$ cat config.mk
export PLATFORM = sky130hd
export DESIGN_NAME = char_lcd_tick_sequencer_unit
export DESIGN_NICKNAME = d
export VERILOG_FILES = /design/src/design/clts_pkg.sv /design/src/design/clts_char_ram.sv /design/src/design/clts_ctrl.sv /design/src/design/char_lcd_tick_sequencer_unit.sv
export SDC_FILE = /design/constraint.sdc
export NUM_CORES = 2
export LEC_CHECK = 0
export ABC_CLOCK_PERIOD_IN_PS = 4050
export BUFFER_PORTS_ARGS = -buffer_cell sky130_fd_sc_hd__buf_2
export CAP_MARGIN = 25
export CORE_ASPECT_RATIO = 1.4
export CORE_MARGIN = 3
export CORE_UTILIZATION = 50
export DETAILED_ROUTE_END_ITERATION = 8
export HOLD_SLACK_MARGIN = 0.1
export PLACE_DENSITY_LB_ADDON = 0.1
export SLEW_MARGIN = 20
export SYNTH_ARGS = -nofsm -noshare
export SYNTH_HDL_FRONTEND = slang
export SYNTH_SLANG_ARGS = --single-unit
export TNS_END_PERCENT = 30
$ cat constraint.sdc
create_clock -name aclk -period 4.05 [get_ports aclk]
set_clock_uncertainty 0.1 [all_clocks]
set_input_delay 0.81 -clock aclk [delete_from_list [all_inputs] [get_ports aclk]]
set_output_delay 0.81 -clock aclk [all_outputs]
set_load 0.01 [all_outputs]
$ cat src/design/clts_pkg.sv
package clts_pkg;

    // Character buffer geometry
    localparam int BUFFER_DEPTH = 256;
    localparam int BUF_AW       = $clog2(BUFFER_DEPTH);
    localparam int BUF_CW       = $clog2(BUFFER_DEPTH + 1);

    // Input command codes
    localparam logic [1:0] CMD_TICK       = 2'd0;
    localparam logic [1:0] CMD_CHAR       = 2'd1;
    localparam logic [1:0] CMD_CLEAR_REQ  = 2'd2;
    localparam logic [1:0] CMD_CURSOR_REQ = 2'd3;

    // Done codes
    localparam logic [1:0] DONE_NONE   = 2'd0;
    localparam logic [1:0] DONE_STRING = 2'd1;
    localparam logic [1:0] DONE_CLEAR  = 2'd2;
    localparam logic [1:0] DONE_CURSOR = 2'd3;

    // Configuration register indexes
    localparam logic [2:0] CFG_STARTUP_TICKS = 3'd0;
    localparam logic [2:0] CFG_FONT          = 3'd1;
    localparam logic [2:0] CFG_TWO_LINES     = 3'd2;
    localparam logic [2:0] CFG_DISPLAY_ON    = 3'd3;
    localparam logic [2:0] CFG_CURSOR_ON     = 3'd4;
    localparam logic [2:0] CFG_BLINK_ON      = 3'd5;

    // LCD command bytes
    localparam logic [7:0] LCD_FUNC_SET_BASE = 8'h30;
    localparam logic [7:0] LCD_DISP_CTL_BASE = 8'h08;
    localparam logic [7:0] LCD_CLEAR         = 8'h01;

    localparam logic [7:0] STARTUP_TICKS_RST = 8'd20;

    typedef enum logic [2:0] {
        STEP_FUNC_SET = 3'b001,
        STEP_DISP_CTL = 3'b010,
        STEP_CLEAR    = 3'b100
    } init_step_t;

    typedef enum logic [3:0] {
        JOB_IDLE   = 4'b0001,
        JOB_WRITE  = 4'b0010,
        JOB_CLEAR  = 4'b0100,
        JOB_CURSOR = 4'b1000
    } job_t;

    typedef struct packed {
        logic [1:0] cmd;
        logic [7:0] char_value;
        logic       last_char;
        logic [7:0] row_base;
        logic [7:0] column_offset;
    } in_item_t;

    typedef struct packed {
        logic       accepted;
        logic       reg_select;
        logic       read_write;
        logic       enable_line;
        logic [7:0] data_bus;
        logic [1:0] done_code;
        logic       init_complete;
    } out_item_t;

    typedef struct packed {
        logic [7:0] startup_ticks;
        logic       font_bit;
        logic       two_lines_bit;
        logic       display_on_bit;
        logic       cursor_on_bit;
        logic       blink_on_bit;
    } cfg_t;

    typedef struct packed {
        logic              we;
        logic [BUF_AW-1:0] waddr;
        logic [7:0]        wdata;
        logic [BUF_AW-1:0] raddr;
    } mem_req_t;

endpackage

$ cat src/design/clts_char_ram.sv
module clts_char_ram
    import clts_pkg::*;
(
    input  logic       aclk,
    input  mem_req_t   req,
    output logic [7:0] rd_data
);

    logic [7:0] mem [BUFFER_DEPTH];
    logic [7:0] rd_data_reg;

    // Write port
    always_ff @(posedge aclk) begin
        if (req.we) begin
            mem[req.waddr] <= req.wdata;
        end
    end

    // Registered read, forward a same-cycle write to the same entry
    always_ff @(posedge aclk) begin
        if (req.we && (req.waddr == req.raddr)) begin
            rd_data_reg <= req.wdata;
        end else begin
            rd_data_reg <= mem[req.raddr];
        end
    end

    assign rd_data = rd_data_reg;

endmodule

$ cat src/design/clts_ctrl.sv
module clts_ctrl
    import clts_pkg::*;
(
    input  logic       aclk,
    input  logic       aresetn,
    input  logic       accept,
    input  in_item_t   item,
    input  cfg_t       cfg,
    input  logic [7:0] rd_data,
    output mem_req_t   mem_req,
    output out_item_t  result
);

    logic              init_done_reg, init_done_next;
    logic [7:0]        startup_count_reg, startup_count_next;
    init_step_t        init_step_reg, init_step_next;
    job_t              active_job_reg, active_job_next;
    logic              loading_reg, loading_next;
    logic              enable_reg, enable_next;
    logic              rs_reg, rs_next;
    logic [7:0]        bus_reg, bus_next;
    logic [BUF_CW-1:0] char_total_reg, char_total_next;
    logic [BUF_CW-1:0] send_index_reg, send_index_next;
    logic [7:0]        cursor_reg, cursor_next;
    logic [BUF_CW-1:0] total_base;
    logic              accepted;
    logic [1:0]        done;

    // Next state for one accepted item
    always_comb begin
        init_done_next     = init_done_reg;
        startup_count_next = startup_count_reg;
        init_step_next     = init_step_reg;
        active_job_next    = active_job_reg;
        loading_next       = loading_reg;
        enable_next        = enable_reg;
        rs_next            = rs_reg;
        bus_next           = bus_reg;
        char_total_next    = char_total_reg;
        send_index_next    = send_index_reg;
        cursor_next        = cursor_reg;
        accepted           = 1'b0;
        done               = DONE_NONE;
        total_base         = loading_reg ? char_total_reg : '0;
        mem_req.we         = 1'b0;
        mem_req.waddr      = total_base[BUF_AW-1:0];
        mem_req.wdata      = item.char_value;

        if (accept) begin
            if (item.cmd == CMD_TICK) begin
                if (init_done_reg) begin
                    // Advance the running job
                    unique case (active_job_reg)
                        JOB_WRITE: begin
                            if (enable_reg) begin
                                enable_next = 1'b0;
                            end else if (send_index_reg >= char_total_reg) begin
                                active_job_next = JOB_IDLE;
                                send_index_next = '0;
                                char_total_next = '0;
                                done            = DONE_STRING;
                            end else begin
                                enable_next     = 1'b1;
                                rs_next         = 1'b1;
                                bus_next        = rd_data;
                                send_index_next = send_index_reg + 1'b1;
                            end
                        end
                        JOB_CLEAR, JOB_CURSOR: begin
                            if (enable_reg) begin
                                enable_next     = 1'b0;
                                active_job_next = JOB_IDLE;
                                done = (active_job_reg == JOB_CLEAR) ? DONE_CLEAR : DONE_CURSOR;
                            end else begin
                                enable_next = 1'b1;
                                rs_next     = 1'b0;
                                bus_next = (active_job_reg == JOB_CLEAR) ? LCD_CLEAR : cursor_reg;
                            end
                        end
                        default: begin
                        end
                    endcase
                end else if (startup_count_reg < cfg.startup_ticks) begin
                    startup_count_next = startup_count_reg + 8'd1;
                end else if (enable_reg) begin
                    // Drop the strobe and move to the next init command
                    enable_next = 1'b0;
                    unique case (init_step_reg)
                        STEP_FUNC_SET: init_step_next = STEP_DISP_CTL;
                        STEP_DISP_CTL: init_step_next = STEP_CLEAR;
                        default:       init_done_next = 1'b1;
                    endcase
                end else begin
                    // Raise the strobe with the current init command
                    enable_next = 1'b1;
                    rs_next     = 1'b0;
                    unique case (init_step_reg)
                        STEP_FUNC_SET: bus_next = LCD_FUNC_SET_BASE |
                            {4'b0000, cfg.two_lines_bit, cfg.font_bit, 2'b00};
                        STEP_DISP_CTL: bus_next = LCD_DISP_CTL_BASE |
                            {5'b00000, cfg.display_on_bit, cfg.cursor_on_bit,
                             cfg.blink_on_bit};
                        default:       bus_next = LCD_CLEAR;
                    endcase
                end
            end else if (active_job_reg != JOB_IDLE) begin
                accepted = 1'b0;
            end else if (item.cmd == CMD_CHAR) begin
                // Append the character, drop it once the buffer is full
                accepted     = 1'b1;
                loading_next = 1'b1;
                if (total_base < BUF_CW'(BUFFER_DEPTH)) begin
                    mem_req.we      = 1'b1;
                    char_total_next = total_base + 1'b1;
                end else begin
                    char_total_next = total_base;
                end
                if (item.last_char) begin
                    loading_next    = 1'b0;
                    send_index_next = '0;
                    active_job_next = JOB_WRITE;
                end
            end else if (loading_reg) begin
                accepted = 1'b0;
            end else if (item.cmd == CMD_CLEAR_REQ) begin
                accepted        = 1'b1;
                active_job_next = JOB_CLEAR;
            end else begin
                accepted        = 1'b1;
                cursor_next     = item.row_base + item.column_offset;
                active_job_next = JOB_CURSOR;
            end
        end

        // Prefetch the character that the next strobe will send
        mem_req.raddr = send_index_next[BUF_AW-1:0];
    end

    // Result from the updated line levels
    always_comb begin
        result.accepted      = accepted;
        result.reg_select    = rs_next;
        result.read_write    = 1'b0;
        result.enable_line   = enable_next;
        result.data_bus      = bus_next;
        result.done_code     = done;
        result.init_complete = init_done_next;
    end

    always_ff @(posedge aclk) begin
        if (!aresetn) begin
            init_done_reg     <= 1'b0;
            startup_count_reg <= '0;
            init_step_reg     <= STEP_FUNC_SET;
            active_job_reg    <= JOB_IDLE;
            loading_reg       <= 1'b0;
            enable_reg        <= 1'b0;
            rs_reg            <= 1'b0;
            bus_reg           <= '0;
            char_total_reg    <= '0;
            send_index_reg    <= '0;
            cursor_reg        <= '0;
        end else begin
            init_done_reg     <= init_done_next;
            startup_count_reg <= startup_count_next;
            init_step_reg     <= init_step_next;
            active_job_reg    <= active_job_next;
            loading_reg       <= loading_next;
            enable_reg        <= enable_next;
            rs_reg            <= rs_next;
            bus_reg           <= bus_next;
            char_total_reg    <= char_total_next;
            send_index_reg    <= send_index_next;
            cursor_reg        <= cursor_next;
        end
    end

`ifndef SYNTH
    a_send_within_total: assert property (@(posedge aclk) disable iff (!aresetn)
        send_index_reg <= char_total_reg)
        else $error("send index ran past the stored character count");

    a_loading_only_idle: assert property (@(posedge aclk) disable iff (!aresetn)
        loading_reg |-> (active_job_reg == JOB_IDLE))
        else $error("string loading while a job is pending");

    a_request_keeps_lines: assert property (@(posedge aclk) disable iff (!aresetn)
        (accept && (item.cmd != CMD_TICK)) |=> ($stable(enable_reg) && $stable(bus_reg)))
        else $error("request item changed the bus lines");

    a_init_done_sticks: assert property (@(posedge aclk) disable iff (!aresetn)
        init_done_reg |=> init_done_reg)
        else $error("init complete dropped");
`endif

endmodule

$ cat src/design/char_lcd_tick_sequencer_unit.sv
// Channel  | Handshake                | Payload
// s_       | s_valid / s_ready        | s_item   (in_item_t: one tick or request)
// m_       | m_valid / m_ready        | m_item   (out_item_t: one result per item)
// cfg_     | cfg_valid / cfg_ready    | cfg_index, cfg_data (register write)
//
// One item a cycle while s_ready is high: each item is a single read-modify-write
// of the sequencer state; the character buffer read at the send index is prefetched.
// Results wait in one output register; s_ready is high while it is empty or drained.
// Reset is synchronous, active low; the character buffer needs no clearing pass.
// Configuration writes are always ready and take effect at the next item.
module char_lcd_tick_sequencer_unit
    import clts_pkg::*;
(
    input  logic       aclk,
    input  logic       aresetn,
    input  logic       s_valid,
    output logic       s_ready,
    input  in_item_t   s_item,
    output logic       m_valid,
    input  logic       m_ready,
    output out_item_t  m_item,
    input  logic       cfg_valid,
    output logic       cfg_ready,
    input  logic [2:0] cfg_index,
    input  logic [7:0] cfg_data
);

    cfg_t      cfg_reg;
    logic      m_valid_reg;
    out_item_t m_item_reg;
    logic      accept;
    mem_req_t  mem_req;
    logic [7:0] rd_data;
    out_item_t result;

    assign cfg_ready = 1'b1;
    assign s_ready   = !m_valid_reg || m_ready;
    assign accept    = s_valid && s_ready;

    // Configuration registers
    always_ff @(posedge aclk) begin
        if (!aresetn) begin
            cfg_reg.startup_ticks  <= STARTUP_TICKS_RST;
            cfg_reg.font_bit       <= 1'b0;
            cfg_reg.two_lines_bit  <= 1'b1;
            cfg_reg.display_on_bit <= 1'b1;
            cfg_reg.cursor_on_bit  <= 1'b0;
            cfg_reg.blink_on_bit   <= 1'b0;
        end else if (cfg_valid) begin
            unique case (cfg_index)
                CFG_STARTUP_TICKS: cfg_reg.startup_ticks  <= cfg_data;
                CFG_FONT:          cfg_reg.font_bit       <= cfg_data[0];
                CFG_TWO_LINES:     cfg_reg.two_lines_bit  <= cfg_data[0];
                CFG_DISPLAY_ON:    cfg_reg.display_on_bit <= cfg_data[0];
                CFG_CURSOR_ON:     cfg_reg.cursor_on_bit  <= cfg_data[0];
                CFG_BLINK_ON:      cfg_reg.blink_on_bit   <= cfg_data[0];
                default: begin
                end
            endcase
        end
    end

    clts_ctrl u_ctrl (
        .aclk    (aclk),
        .aresetn (aresetn),
        .accept  (accept),
        .item    (s_item),
        .cfg     (cfg_reg),
        .rd_data (rd_data),
        .mem_req (mem_req),
        .result  (result)
    );

    clts_char_ram u_ram (
        .aclk    (aclk),
        .req     (mem_req),
        .rd_data (rd_data)
    );

    // Output register: hold the item until taken
    always_ff @(posedge aclk) begin
        if (!aresetn) begin
            m_valid_reg <= 1'b0;
        end else if (accept) begin
            m_valid_reg <= 1'b1;
        end else if (m_ready) begin
            m_valid_reg <= 1'b0;
        end
    end

    always_ff @(posedge aclk) begin
        if (accept) begin
            m_item_reg <= result;
        end
    end

    assign m_valid = m_valid_reg;
    assign m_item  = m_item_reg;

endmodule

# --- Word level (Yosys, flattened, before mapping) ---
# Memory sizes are Yosys's and may differ from the RTL's. A register that Yosys moved wholly into a read port is not among the register bits.
# Cells that the tools add are included.
word_totals:
  n_memories: 1
  regBits: 81
  ram_bits: 2048
  word_cells: 170
  out_inout_bits: 18
  in_bits: 43
mem_list:
  columns: ["name", "words", "width", "read_ports", "rd_ports_with_merged_regs", "write_ports", "line_no", "text"]
  rows:
  - ["u_ram.mem", 256, 8, 1, 1, 1, "clts_char_ram.sv:9", "logic [7:0] mem [BUFFER_DEPTH];"]
classes:
  n_reduce_logical: 26
  bitwise_logic: 7
  mux: 80
  magnitude_cmp: 3
  n_addsub: 4
  n_eq_ne: 24
op_table:
  columns: ["op", "n"]
  rows:
  - ["two-way mux 9 bit", 17]
  - ["two-way mux 8 bit", 10]
  - ["two-way mux 4 bit", 10]
  - ["two-way mux 1 bit", 34]
  - ["adder 9 x 1 -> 9 bit, second input constant", 2]
  - ["case mux 8 bit (2 select lines)", 1]
  - ["AND reduction 2 bit", 7]
  - ["AND reduction 7 bit", 2]
  - ["!= test 3 bit, second input constant", 4]
  - ["case mux 6 bit (2 select lines)", 1]
  - ["AND reduction 6 bit", 2]
  - ["== test 3 x 2 -> 1 bit, second input constant", 3]
  - ["greater-or-equal comparator 9 bit", 1]
  - ["< comparator 9 bit, second input constant", 1]
  - ["AND reduction 9 bit", 1]
  - ["adder 8 x 1 -> 8 bit, second input constant", 1]
  - ["adder 8 bit", 1]
  - ["< comparator 8 bit", 1]
  - ["case mux 4 bit (2 select lines)", 1]
  - ["AND reduction 4 bit", 2]
  - ["nonzero test 2 bit", 4]
  - ["NOT 1 bit", 7]
  - ["== test 3 x 1 -> 1 bit, second input constant", 2]
  - ["== test 3 bit, second input constant", 2]
  - ["other kinds (19)", 27]

# --- Longest topological paths before layout ---
logic_depth:
  depth_word: 9
  depth_mapped: 16
  ltp_nobuf: 12

# --- Modules after synthesis ---
# Synthesis repeated with hierarchy kept, for this count alone.
hier_totals:
  cells_unflattened: 4317
  hier_area_um2: 84549.8
modules_own_cells:
  columns: ["module", "seq_area_each_um2", "n_inst", "cells_per_inst", "area_each_um2"]
  rows:
  - ["clts_char_ram", 61659.1, 1, 3733, 79556.3]
  - ["clts_ctrl", 1061.0, 1, 505, 3906.2]
  - ["char_lcd_tick_sequencer_unit", 730.7, 1, 79, 1087.3]

# --- Worst setup path after synthesis ---
# No wires, ideal clock.
synth_path:
  path_kind: "input to register"
  start: "input m_ready"
  end: "memory u_ram.mem[150][0] (enable)"
  path_stages: 10
  setup_slack_ns: 0.484
  n_path_buf: 2
  setup_ns: 0.370
  t_arrival_ns: 3.095
  t_required_ns: 3.580
  cell_sequence: "nand2b_1 nand2_1 clkinv_1 and3_1 buf_2 nand3_1 nor3_1 nand3_1 clkbuf_1 nor2_1"
synth_via:
  elab_chain_cells: 5
synth_lines:
  columns: ["element", "line_no", "text"]
  rows:
  - ["start: declaration", "char_lcd_tick_sequencer_unit.sv:20", "input logic m_ready,"]
  - ["logical OR 1 bit", "char_lcd_tick_sequencer_unit.sv:37", "assign s_ready = !m_valid_reg || m_ready;"]
  - ["logical AND 1 bit", "char_lcd_tick_sequencer_unit.sv:38", "assign accept = s_valid && s_ready;"]
  - ["named net accept", "char_lcd_tick_sequencer_unit.sv:31", "logic accept;"]
  - ["two-way mux 1 bit", "clts_ctrl.sv:49", "if (accept) begin"]
  - ["two-way mux 1 bit", "clts_char_ram.sv:14", "if (req.we) begin"]
  - ["two-way mux 1 bit (not written as such)", "clts_char_ram.sv:15", "mem[req.waddr] <= req.wdata;"]
  - ["end: declaration", "clts_char_ram.sv:9", null]
# The timed path passes the listed nets, and every way through them passes these cells.

==> key figures <==
Outcome
  • Status: finished, final reports clean

Pwr
  • Power share of the clock group: 0.409
  • Sw frac: 0.207
  • Switching power: 8.94 mW
  • Final total power: 43.1 mW
  • VDD IR-drop max: 0.404 mV
  • Sequential power share: 0.562
  • P_int: 34.2 mW
  • Power per cell area: 441 nW/um^2
  • Leakage power: 30.6 nW
  • Combinational share of power: 0.029

Logic synthesis
  • Syn Std Cell Area: 85500 um^2
  • Syn. warnings: 0
  • Share of flip-flops with an asynchronous set or reset: 0
  • Sequential share of the synthesized area: 0.741
  • Yosys cell types: 80
  • Synth Area per Inst: 19.5 um^2
  • Syn nets: 4456
  • Cells after Synth: 4383
  • Most used DFF post-synth: edfxtp_1
  • Synth Register Bits: 2137
  • Post-synth EDFFs: 2062

Place
  • Post-Place Cells: 6991
  • Port Buffers: 58
  • GPL Wtd Cong: 0.914
  • Post-DP HPWL: 163 mm
  • Area post-placement: 91600 um^2

Clock network
  • CTS tree: built
  • Clk root buf: clkbuf_16
  • Cts bufs inserted: 196
  • Clk pin slew, worst setup/hold paths: 0.06 ns
  • Skew-Pair Late Insertion Delay: 0.82 ns
  • # clock sinks: 2137
  • Clk buf depth: 3
  • H-tree depth: 4

Layout
  • Fillers: 12695
  • Design area: 97700 um^2
  • Most common cell after layout, fill and taps aside: edfxtp_1
  • Multi-input gate area: 20000 um^2
  • FF+latch area: 63400 um^2
  • Max FFs per register: 2048
  • Area growth, synth to finish: 14.2%
  • Most frequent cells in the layout: 2062 x edfxtp_1, 490 x buf_4, 425 x mux4_2, 364 x nor2_1, 262 x mux2i_1
  • Layout cells sized above 1: 0.263
  • Non-Filler Instances: 7370
  • Fin nets: 5012

Worst setup path
  • Startpoint Class: flip-flop
  • Crit path required time: 4.51 ns
  • Top delay family on crit path: multiplexers
  • CP max stage delay: 0.57 ns
  • Crit path DAT: 4.46 ns
  • Worst R2R Setup Slack: 0.05 ns
  • R2r worst-path depth: 11
  • Type of the worst setup path: flip-flop to flip-flop
  • Critical path cell sequence: buf_4 -> buf_12 -> mux4_2 -> mux4_2 -> nand2_1 -> o311ai_0 -> a21oi_2 -> buf_4 -> a2111oi_1 -> o31ai_1 -> nand2_1
  • CP endpoint kind: flip-flop
  • CP max FO: 33
  • CP Buf/Inv Count: 3
  • CP max-delay cell: mux4_2
  • Crit Reg-Reg Endpoint: m_item[9]

Detailed routing
  • Uppermost layer routed: met4
  • First DRT Iteration DRCs: 5574
  • Met1 Wirelength: 96.6 mm
  • DR WL met3: 18.4 mm
  • Remaining DRCs: 0
  • Wire per inst: 33.8 um
  • DR vias: 46396
  • WL met2: 123 mm
  • Post-Route WL: 249 mm
  • Detail Route Antenna Nets: 0
  • First-pass DRT Iterations: 8
  • Drt via density: 6.30

Die
  • Initial core utilization: 0.503
  • Die area: 176000 um^2
  • Total core area: 170000 um^2
  • Horiz. Die Dim: 356 um
  • Die Y: 495 um
  • # rows: 179
  • # IOs: 61

Global routing
  • First-pass GRT wire length: 351 mm
  • Maximum number of pins on one net before global-route repair: 128
  • Vias in the first global route: 45924
  • Antenna violations before repair: 13
  • Gr usage total: 0.284
  • Grt total ovfl: 0

STA
  • Post-layout min period: 4.00 ns
  • Final Setup Violations: 0
  • RSZ-0062 raised after global routing: no
  • Fin crit share: 0.987
  • WHS: 0.206 ns
  • Fin. Hold Viols: 0
  • Worst Max-Slew Pin Slew: 1.34 ns
  • Max Clk Rate: 250 MHz
  • Rel. slew slack: 0.0973
  • Slew Limit Fails: 0

Flow run
  • Max-Cap Viols: 0

Hold path
  • Min-Delay Path Depth: 3
  • Hold Crit Class: input pin to flip-flop
  • Origin of the worst min-delay path: cfg_data[0]
  • Hold endpoint: cfg_reg[5]
-- stage by stage --
stage | setup WS [ns] | setup TNS (ns) | utilization
3_5_place_dp | -0.316 | -0.589 | 0.539
5_1_grt | 0.0187 | 0 | 0.575
4_1_cts | 0.0481 | 0 | 0.575
6_report | 0.0507 | 0 | 0.575
2_1_floorplan | 0.484 | 0 | -
3_3_place_gp | -0.370 | -0.610 | 0.539
-- worst reg2reg max path: stages (launching register included) --
cell	delay, ns
dfxtp_4	0.43
buf_4	0.20
buf_12	0.29
mux4_2	0.60
mux4_2	0.57
nand2_1	0.17
o311ai_0	0.31
a21oi_2	0.44
buf_4	0.18
a2111oi_1	0.04
o31ai_1	0.31
nand2_1	0.09
-- worst max path at each step --
stage               cells past startpoint  slack (ns)                 to       from
finish                                 11        0.05          m_item[9]  flip-flop
global route                           12        0.02  u_ctrl.bus_reg[2]  flip-flop
CTS                                    12        0.05          m_item[9]  flip-flop
detailed placement                     12       -0.32          m_item[9]  flip-flop
global placement                       12       -0.37          m_item[9]  flip-flop
floorplan                              10        0.48  u_ram.mem[150][0]    m_ready
-- routing by layer --
| metal | GRT usage | up-vias |
|---|---|---|
| li1 | - | 19116 |
| met1 | 0.382 | 24633 |
| met5 | 0 | - |
| met2 | 0.468 | 2177 |
| met4 | 0.111 | 0 |
| met3 | 0.0450 | 470 |
-- final cells by class --
cell class,instances,area share
clock buffer,255,0.0533
inverter,42,0.00166
antenna,7,0.000179
timing repair buffer,616,0.0542
sequential,2137,0.649
tap,2262,0.0290
clock inverter,105,0.00789
multi-input combinational,1946,0.205
-- repair_timing --
action | in CTS | in global routing
setup buffers | 3 | 0
setup endpoints to repair | 4 | 5
endpoints found under the hold margin | 9 | 0
resized for setup | 1 | 4
pin swaps | 1 | 2
hold buffers | 9 | 0
-- cell usage after synthesis (29+ instances only) --
cell type / n / share of area
buf_6: 29 / 0.0038
a22oi_1: 52 / 0.0046
o21ai_0: 85 / 0.0050
edfxtp_1: 2062 / 0.72
nand2_1: 134 / 0.0059
ha_1: 29 / 0.0042
nand3_1: 47 / 0.0027
buf_2: 44 / 0.0026
clkbuf_1: 97 / 0.0043
nor2_1: 365 / 0.016
a221oi_1: 91 / 0.0093
dfxtp_1: 75 / 0.018
inv_1: 39 / 0.0017
mux2i_1: 262 / 0.031
mux4_2: 425 / 0.11
nor3_1: 37 / 0.0022
a21oi_1: 90 / 0.0053
-- cells by family after synthesis --
logic type | Yosys count | share of synthesized area
flip-flops | 2137 | 0.741
multiplexers | 716 | 0.151
AND/OR/NAND/NOR | 701 | 0.0357
AO/OA/AOI/OAI | 482 | 0.0402
buffers and inverters | 300 | 0.0258
adder cells (fa/ha/maj) | 30 | 0.00448
XOR/XNOR | 15 | 0.00154
other | 2 | 0.0000878
-- power by group through the flow --
stage / clock network, mW / registers (mW) / logic [mW]
final: 17.6 / 24.2 / 1.26
after global routing: 18.7 / 24.2 / 1.32
after CTS: 17.9 / 24.2 / 1.26
after detailed placement: 0 / 24.7 / 1.25
after global placement: 0 / 24.7 / 1.23
after floorplan: 0 / 24.7 / 0.413
Power figures use the tool's default switching activity.
